**config.mk**
```make
export PLATFORM = sky130hd
export DESIGN_NAME = hfd_rsp_stage
export DESIGN_NICKNAME = d
export VERILOG_FILES = /design/src/hfd_pkg.sv /design/src/hfd_rsp_stage.sv
export SDC_FILE = /design/constraint.sdc
export NUM_CORES = 1
export LEC_CHECK = 0
export ABC_CLOCK_PERIOD_IN_PS = 1400
export BUFFER_PORTS_ARGS = -buffer_cell sky130_fd_sc_hd__buf_2
export CORE_MARGIN = 2
export CORE_UTILIZATION = 40
export DETAILED_ROUTE_END_ITERATION = 6
export PLACE_DENSITY = 0.68
export SKIP_LAST_GASP = 1
export SLEW_MARGIN = 30
export SYNTH_ARGS = -nofsm -noshare
export SYNTH_HDL_FRONTEND = slang
export SYNTH_SLANG_ARGS = --single-unit
```
**constraint.sdc**
```tcl
create_clock -name clock -period 1.4 [get_ports clock]
set_clock_uncertainty 0.1 [all_clocks]
set_input_delay 0.14 -clock clock [delete_from_list [all_inputs] [get_ports clock]]
set_output_delay 0.14 -clock clock [all_outputs]
set_load 0.01 [all_outputs]
```
**src/hfd_pkg.sv**
```systemverilog
`default_nettype none
package hfd_pkg;

   // Node word layout: leaf flag, symbol, left child, right child.
   localparam int NODE_W    = 27;
   localparam int IDX_W     = 9;
   localparam int SYM_W     = 8;
   localparam int CNT_W     = 21;
   localparam int NBITS_W   = 4;
   localparam int LEAF_BIT  = 26;
   localparam int SYM_LSB   = 18;
   localparam int LEFT_LSB  = 9;
   localparam int RIGHT_LSB = 0;

   localparam logic [1:0] MODE_LOAD   = 2'd0;
   localparam logic [1:0] MODE_DECODE = 2'd1;
   localparam logic [1:0] MODE_START  = 2'd2;

   localparam logic CSR_EXPECTED = 1'b0;
   localparam logic CSR_ROOT     = 1'b1;

   typedef struct packed {
      logic             push;
      logic             flush;
      logic [SYM_W-1:0] sym;
      logic             done;
   } hfd_emit_type;

endpackage
`default_nettype wire

```
**src/hfd_rsp_stage.sv**
```systemverilog
`default_nettype none
module hfd_rsp_stage (
   input  wire logic                 clock,
   input  wire logic                 reset,
   input  wire hfd_pkg::hfd_emit_type emit,
   output logic                      slot_free,
   output logic                      rsp_valid,
   input  wire logic                 rsp_ready,
   output logic [hfd_pkg::SYM_W-1:0] rsp_symbol,
   output logic                      rsp_last,
   output logic                      rsp_done_res
);
   import hfd_pkg::*;

   // Hold the newest symbol back until we know whether it closes the byte.
   logic             pend_v_ff, pend_v_in;
   logic [SYM_W-1:0] pend_sym_ff, pend_sym_in;
   logic             pend_done_ff, pend_done_in;
   logic             out_v_ff, out_v_in;
   logic [SYM_W-1:0] out_sym_ff, out_sym_in;
   logic             out_last_ff, out_last_in;
   logic             out_done_ff, out_done_in;
   logic             out_free;

   assign out_free  = !out_v_ff || rsp_ready;
   assign slot_free = !pend_v_ff || out_free;

   always_comb begin
      pend_v_in    = pend_v_ff;
      pend_sym_in  = pend_sym_ff;
      pend_done_in = pend_done_ff;
      out_v_in     = out_v_ff && !rsp_ready;
      out_sym_in   = out_sym_ff;
      out_last_in  = out_last_ff;
      out_done_in  = out_done_ff;
      if ((emit.push || emit.flush) && slot_free) begin
         if (pend_v_ff) begin
            out_v_in    = 1'b1;
            out_sym_in  = pend_sym_ff;
            out_done_in = pend_done_ff;
            out_last_in = emit.flush;
         end
         if (emit.push) begin
            pend_v_in    = 1'b1;
            pend_sym_in  = emit.sym;
            pend_done_in = emit.done;
         end else begin
            pend_v_in = 1'b0;
         end
      end
   end

   always_ff @(posedge clock) begin
      if (reset) begin
         pend_v_ff <= 1'b0;
         out_v_ff  <= 1'b0;
      end else begin
         pend_v_ff <= pend_v_in;
         out_v_ff  <= out_v_in;
      end
      pend_sym_ff  <= pend_sym_in;
      pend_done_ff <= pend_done_in;
      out_sym_ff   <= out_sym_in;
      out_last_ff  <= out_last_in;
      out_done_ff  <= out_done_in;
   end

   assign rsp_valid    = out_v_ff;
   assign rsp_symbol   = out_sym_ff;
   assign rsp_last     = out_last_ff;
   assign rsp_done_res = out_done_ff;

endmodule
`default_nettype wire
```
# == Word level (Yosys, flattened, before mapping) ==
# Cells that the tools add are included.
# classes
n_eq_ne,0
n_lt_le_gt_ge,0
n_mul,0
n_bitwise,0
n_mux,3
n_div,0
n_reduce_logical,10
n_addsub,0
shift,0
# op_table
op,count
AND reduction 2 bit,2
logical NOT 1 bit,3
logical OR 1 bit,3
2-to-1 mux 1 bit,3
logical AND 1 bit,2
# totals
latch_bits,0
mem_bits_rw,0
out_inout_bits,12
rom_bits,0
reg_bits,21
memories,0

# == Logic depth before layout (Yosys ltp) ==
# logic_depth
depth_word,5
ltp_mapped,2

# == Worst setup path before layout ==
# OpenSTA, ideal clock, no wires.
# synth_path
path_type,register to register
startpoint,"register out_v_ff, in the netlist rsp_valid"
endpoint,"register pend_done_ff, enable pin"
t_arrival_ns,1.064
path_stages_with_launch,3
path_buffers,0
setup_time_ns,0.378
setup_slack_ns,-0.142
t_required_ns,0.922
path_cell_list,dfxtp_1 > and2b_1 > a21oi_1
# synth_via
elab_chain_len,5
# synth_lines
item,line_no,source
start: declaration,hfd_rsp_stage.sv:19,"logic out_v_ff, out_v_in;"
start signal: assignment,hfd_rsp_stage.sv:59,out_v_ff <= out_v_in;
logical NOT 1 bit,hfd_rsp_stage.sv:25,assign out_free = !out_v_ff || rsp_ready;
logical OR 1 bit,hfd_rsp_stage.sv:25,
logical OR 1 bit,hfd_rsp_stage.sv:26,assign slot_free = !pend_v_ff || out_free;
logical AND 1 bit,hfd_rsp_stage.sv:36,if ((emit.push || emit.flush) && slot_free) begin
AND reduction 2 bit (no line),n/a,
end signal: assignment,hfd_rsp_stage.sv:62,pend_done_ff <= pend_done_in;
end: declaration,hfd_rsp_stage.sv:18,"logic pend_done_ff, pend_done_in;"
# Every way passes these cells.
# A chain may end at the register's enable or synchronous reset.

# == Worst setup path after layout ==
# layout_path
startpoint,"register out_v_ff, in the netlist rsp_valid"
endpoint,output slot_free
# layout_via
elab_chain_len,3
# layout_lines
item,line_no,source
logical NOT 1 bit,hfd_rsp_stage.sv:25,
logical OR 1 bit,hfd_rsp_stage.sv:25,
logical OR 1 bit,hfd_rsp_stage.sv:26,
end: declaration,hfd_rsp_stage.sv:6,"output logic slot_free,"
# Every way passes these cells.

==> impl_metrics.env <==
export IMPL_status="completed"
export IMPL_reg2reg_depth=3
export IMPL_antenna_left=0
export IMPL_maxCapViolations=0
export IMPL_core_region_area_um2=1540
export IMPL_ys_flop_type="edfxtp_1"
export IMPL_wl_per_cell_um=11.6
export IMPL_setup_tns_ns=0
export IMPL_clk_pin_slew_ns=0.10
export IMPL_hpwlAfterDp_um=670
export IMPL_synth_top_area_share_pct=84.3
export IMPL_syn_mean_instance_area_um2=21.8
export IMPL_finalNetCount=88
export IMPL_start_util_pct=43.9
export IMPL_crit_chain="and2b_1, nand2_1, buf_2"
export IMPL_worstMarginPinSlew_ns=0.202
export IMPL_layout_min_cycle_time_ns=1.29
export IMPL_rows=14
export IMPL_yosysTopAreaCell="edfxtp_1"
export IMPL_period_share_pct=92.4
export IMPL_maxSlewViolCount=0
export IMPL_min_path_type="primary input to flip-flop"
export IMPL_cpPeakStageDelay_ns=0.37
export IMPL_grt_pass1_wl_mm=1.54
export IMPL_place_congestion=0.664
export IMPL_peakVddDrop_mv=0.749
export IMPL_track_usage_pct=10.7
export IMPL_endpoint_kind="primary output"
export IMPL_die_height_um=45.1
export IMPL_fillerInstances=120
export IMPL_synth_area_um2=677
export IMPL_synth_fp_nets=45
export IMPL_cts_tree="yes"
export IMPL_clockBufferDepth=2
export IMPL_synth_most_common_cell="edfxtp_1"
export IMPL_htree_levels=1
export IMPL_startpoint="rsp_valid"
export IMPL_met1_usage_pct=13.4
export IMPL_crit_end="slot_free"
export IMPL_place_area_um2=856
export IMPL_crit_buf_inv=1
export IMPL_antenna_cells=0
export IMPL_fin_cells=89
export IMPL_slowest_stage="dfxtp_2"
export IMPL_antenna_found_initial=0
export IMPL_power_density_nw_per_um2=1110
export IMPL_setup_viol=0
export IMPL_netlist_top_cells_count="edfxtp_1, a21oi_1, dfxtp_1, nor2_1"
export IMPL_syn_to_final_growth_pct=46.8
export IMPL_dieArea_um2=2040
export IMPL_slew_limit_headroom_pct=86.4
export IMPL_hold_slack_ns=0.0429
export IMPL_crit_required_ns=1.16
export IMPL_cts_buffers=3
export IMPL_p_leak_uw=0.000400
export IMPL_hold_violations=0
export IMPL_use_met3_pct=2.40
export IMPL_synth_edff_count=19
export IMPL_ys_types=10
export IMPL_drc=0
export IMPL_critPathMaxFanout=3
export IMPL_clock_sinks=21
export IMPL_worstReg2RegEnd="pend_sym_ff[0]"
export IMPL_post_cts_setup_buffers=0
export IMPL_vias_per_cell=4.46
export IMPL_cts_root_buf="clkbuf_4"
export IMPL_max_freq_ghz=0.773
export IMPL_seq_area_frac_synth_pct=90.2
export IMPL_cp_depth=3
export IMPL_clkLatencyLatePin_ns=0.28
export IMPL_use_met2_pct=17.4
export IMPL_async_flop_share_pct=0
export IMPL_synth_area_leaders="edfxtp_1, dfxtp_1, a311oi_2, nand2b_4, a21oi_1"
export IMPL_grt_max_degree=12
export IMPL_cp_top_family="flip-flops"
export IMPL_reg2reg_from="rsp_valid"
export IMPL_pin_count=26
export IMPL_path_class="flip-flop to primary output"
export IMPL_rsz0062_at_grt="no"
export IMPL_firstDrtPassIters=4
export IMPL_r2r_slack_ns=0.16
export IMPL_overflow=0
export IMPL_stdcell_area_um2=993
export IMPL_start_kind="flip-flop"
export IMPL_drive_above_1_share_pct=47.9
export IMPL_yosys_warnings=0
export IMPL_crit_arrival_ns=1.05
export IMPL_grt_pass1_vias=384
export IMPL_vias=397
export IMPL_first_iter_violations=5
export IMPL_synthCells=31
export IMPL_grt_busiest_layer="met2"
export IMPL_portBuffers=25
export IMPL_synth_seq_cells=21
export IMPL_dieWidth_um=45.1
export IMPL_place_inst=74
export IMPL_wl_mm=1.03
report_power, final:
part / switching, uW / total [uW] / internal, uW
Combinational: 42.7 / 101 / 58.7
Clock: 159 / 270 / 111
Sequential: 9.83 / 730 / 721
Total: 212 / 1100 / 890
metrics by stage:
step                      utilization, %  setup slack [ns]  power, uW
after CTS                           64.4            0.0454       1120
final                               64.4             0.106       1100
after detailed placement            55.5             0.148        824
after global placement              55.5             0.178        821
after global routing                64.4            0.0264       1150
after floorplan                        -            0.0501        774
placed cells by master (no fill, tap or decap), drive strengths merged, types with 2 or more instances in the layout:
master	instances
buf	27
edfxtp	19
dlygate4sd3	11
clkbuf	4
a21oi	2
nor2	2
dfxtp	2
how the worst min path moves through the flow:
| stage | start | end | slack (ns) | cells past startpoint |
|---|---|---|---|---|
| final | rsp_ready | rsp_valid | 0.04 | 3 |
| after global routing | rsp_ready | rsp_valid | 0.04 | 3 |
| after CTS | rsp_ready | rsp_valid | 0.04 | 3 |
| after detailed placement | emit[0] | pend_done_ff | 0.22 | 1 |
| after global placement | emit[7] | pend_sym_ff[6] | 0.22 | 1 |
| after floorplan | reset | pend_v_ff | 0.11 | 1 |
flip-flops by register name, summed over array words and instances (netlist names):
name and flops:
rsp_done_res 1, rsp_valid 1, rsp_last 1, pend_v_ff 1, rsp_symbol 8, pend_sym_ff 8, pend_done_ff 1
metal layers:
metal,vias to the layer above,wire length [um],share of wire (%)
li1,206,-,-
met1,175,422,41
met2,16,554,54
met3,0,52,5.1
met4,0,0,0
met5,-,0,0
area by class of cell:
class / instances / area (um2) / share of cell area, %
sequential: 21 / 612 / 61.6
timing repair buffer: 38 / 263 / 26.4
multi-input combinational: 9 / 68.8 / 6.93
clock buffer: 4 / 26.3 / 2.64
tap: 16 / 20.0 / 2.02
inverter: 1 / 3.75 / 0.378
kinds of logic after synthesis:
kind of cell,synth area share (%)
AO/OA/AOI/OAI,4.43
buffers and inverters,0.554
flip-flops,90.2
AND/OR/NAND/NOR,4.81
worst min-delay path, stage by stage:
cell,delay [ns]
buf_2,0.09
nand2b_4,0.12
a21oi_1,0.05
what timing repair did:
item | in CTS | in global routing
endpoints found under the hold margin | 12 | 0
hold buffers | 11 | 0
setup endpoints to repair | 0 | 11
resized for setup | 0 | 2
No activity file was read; power rests on OpenSTA's default activity.
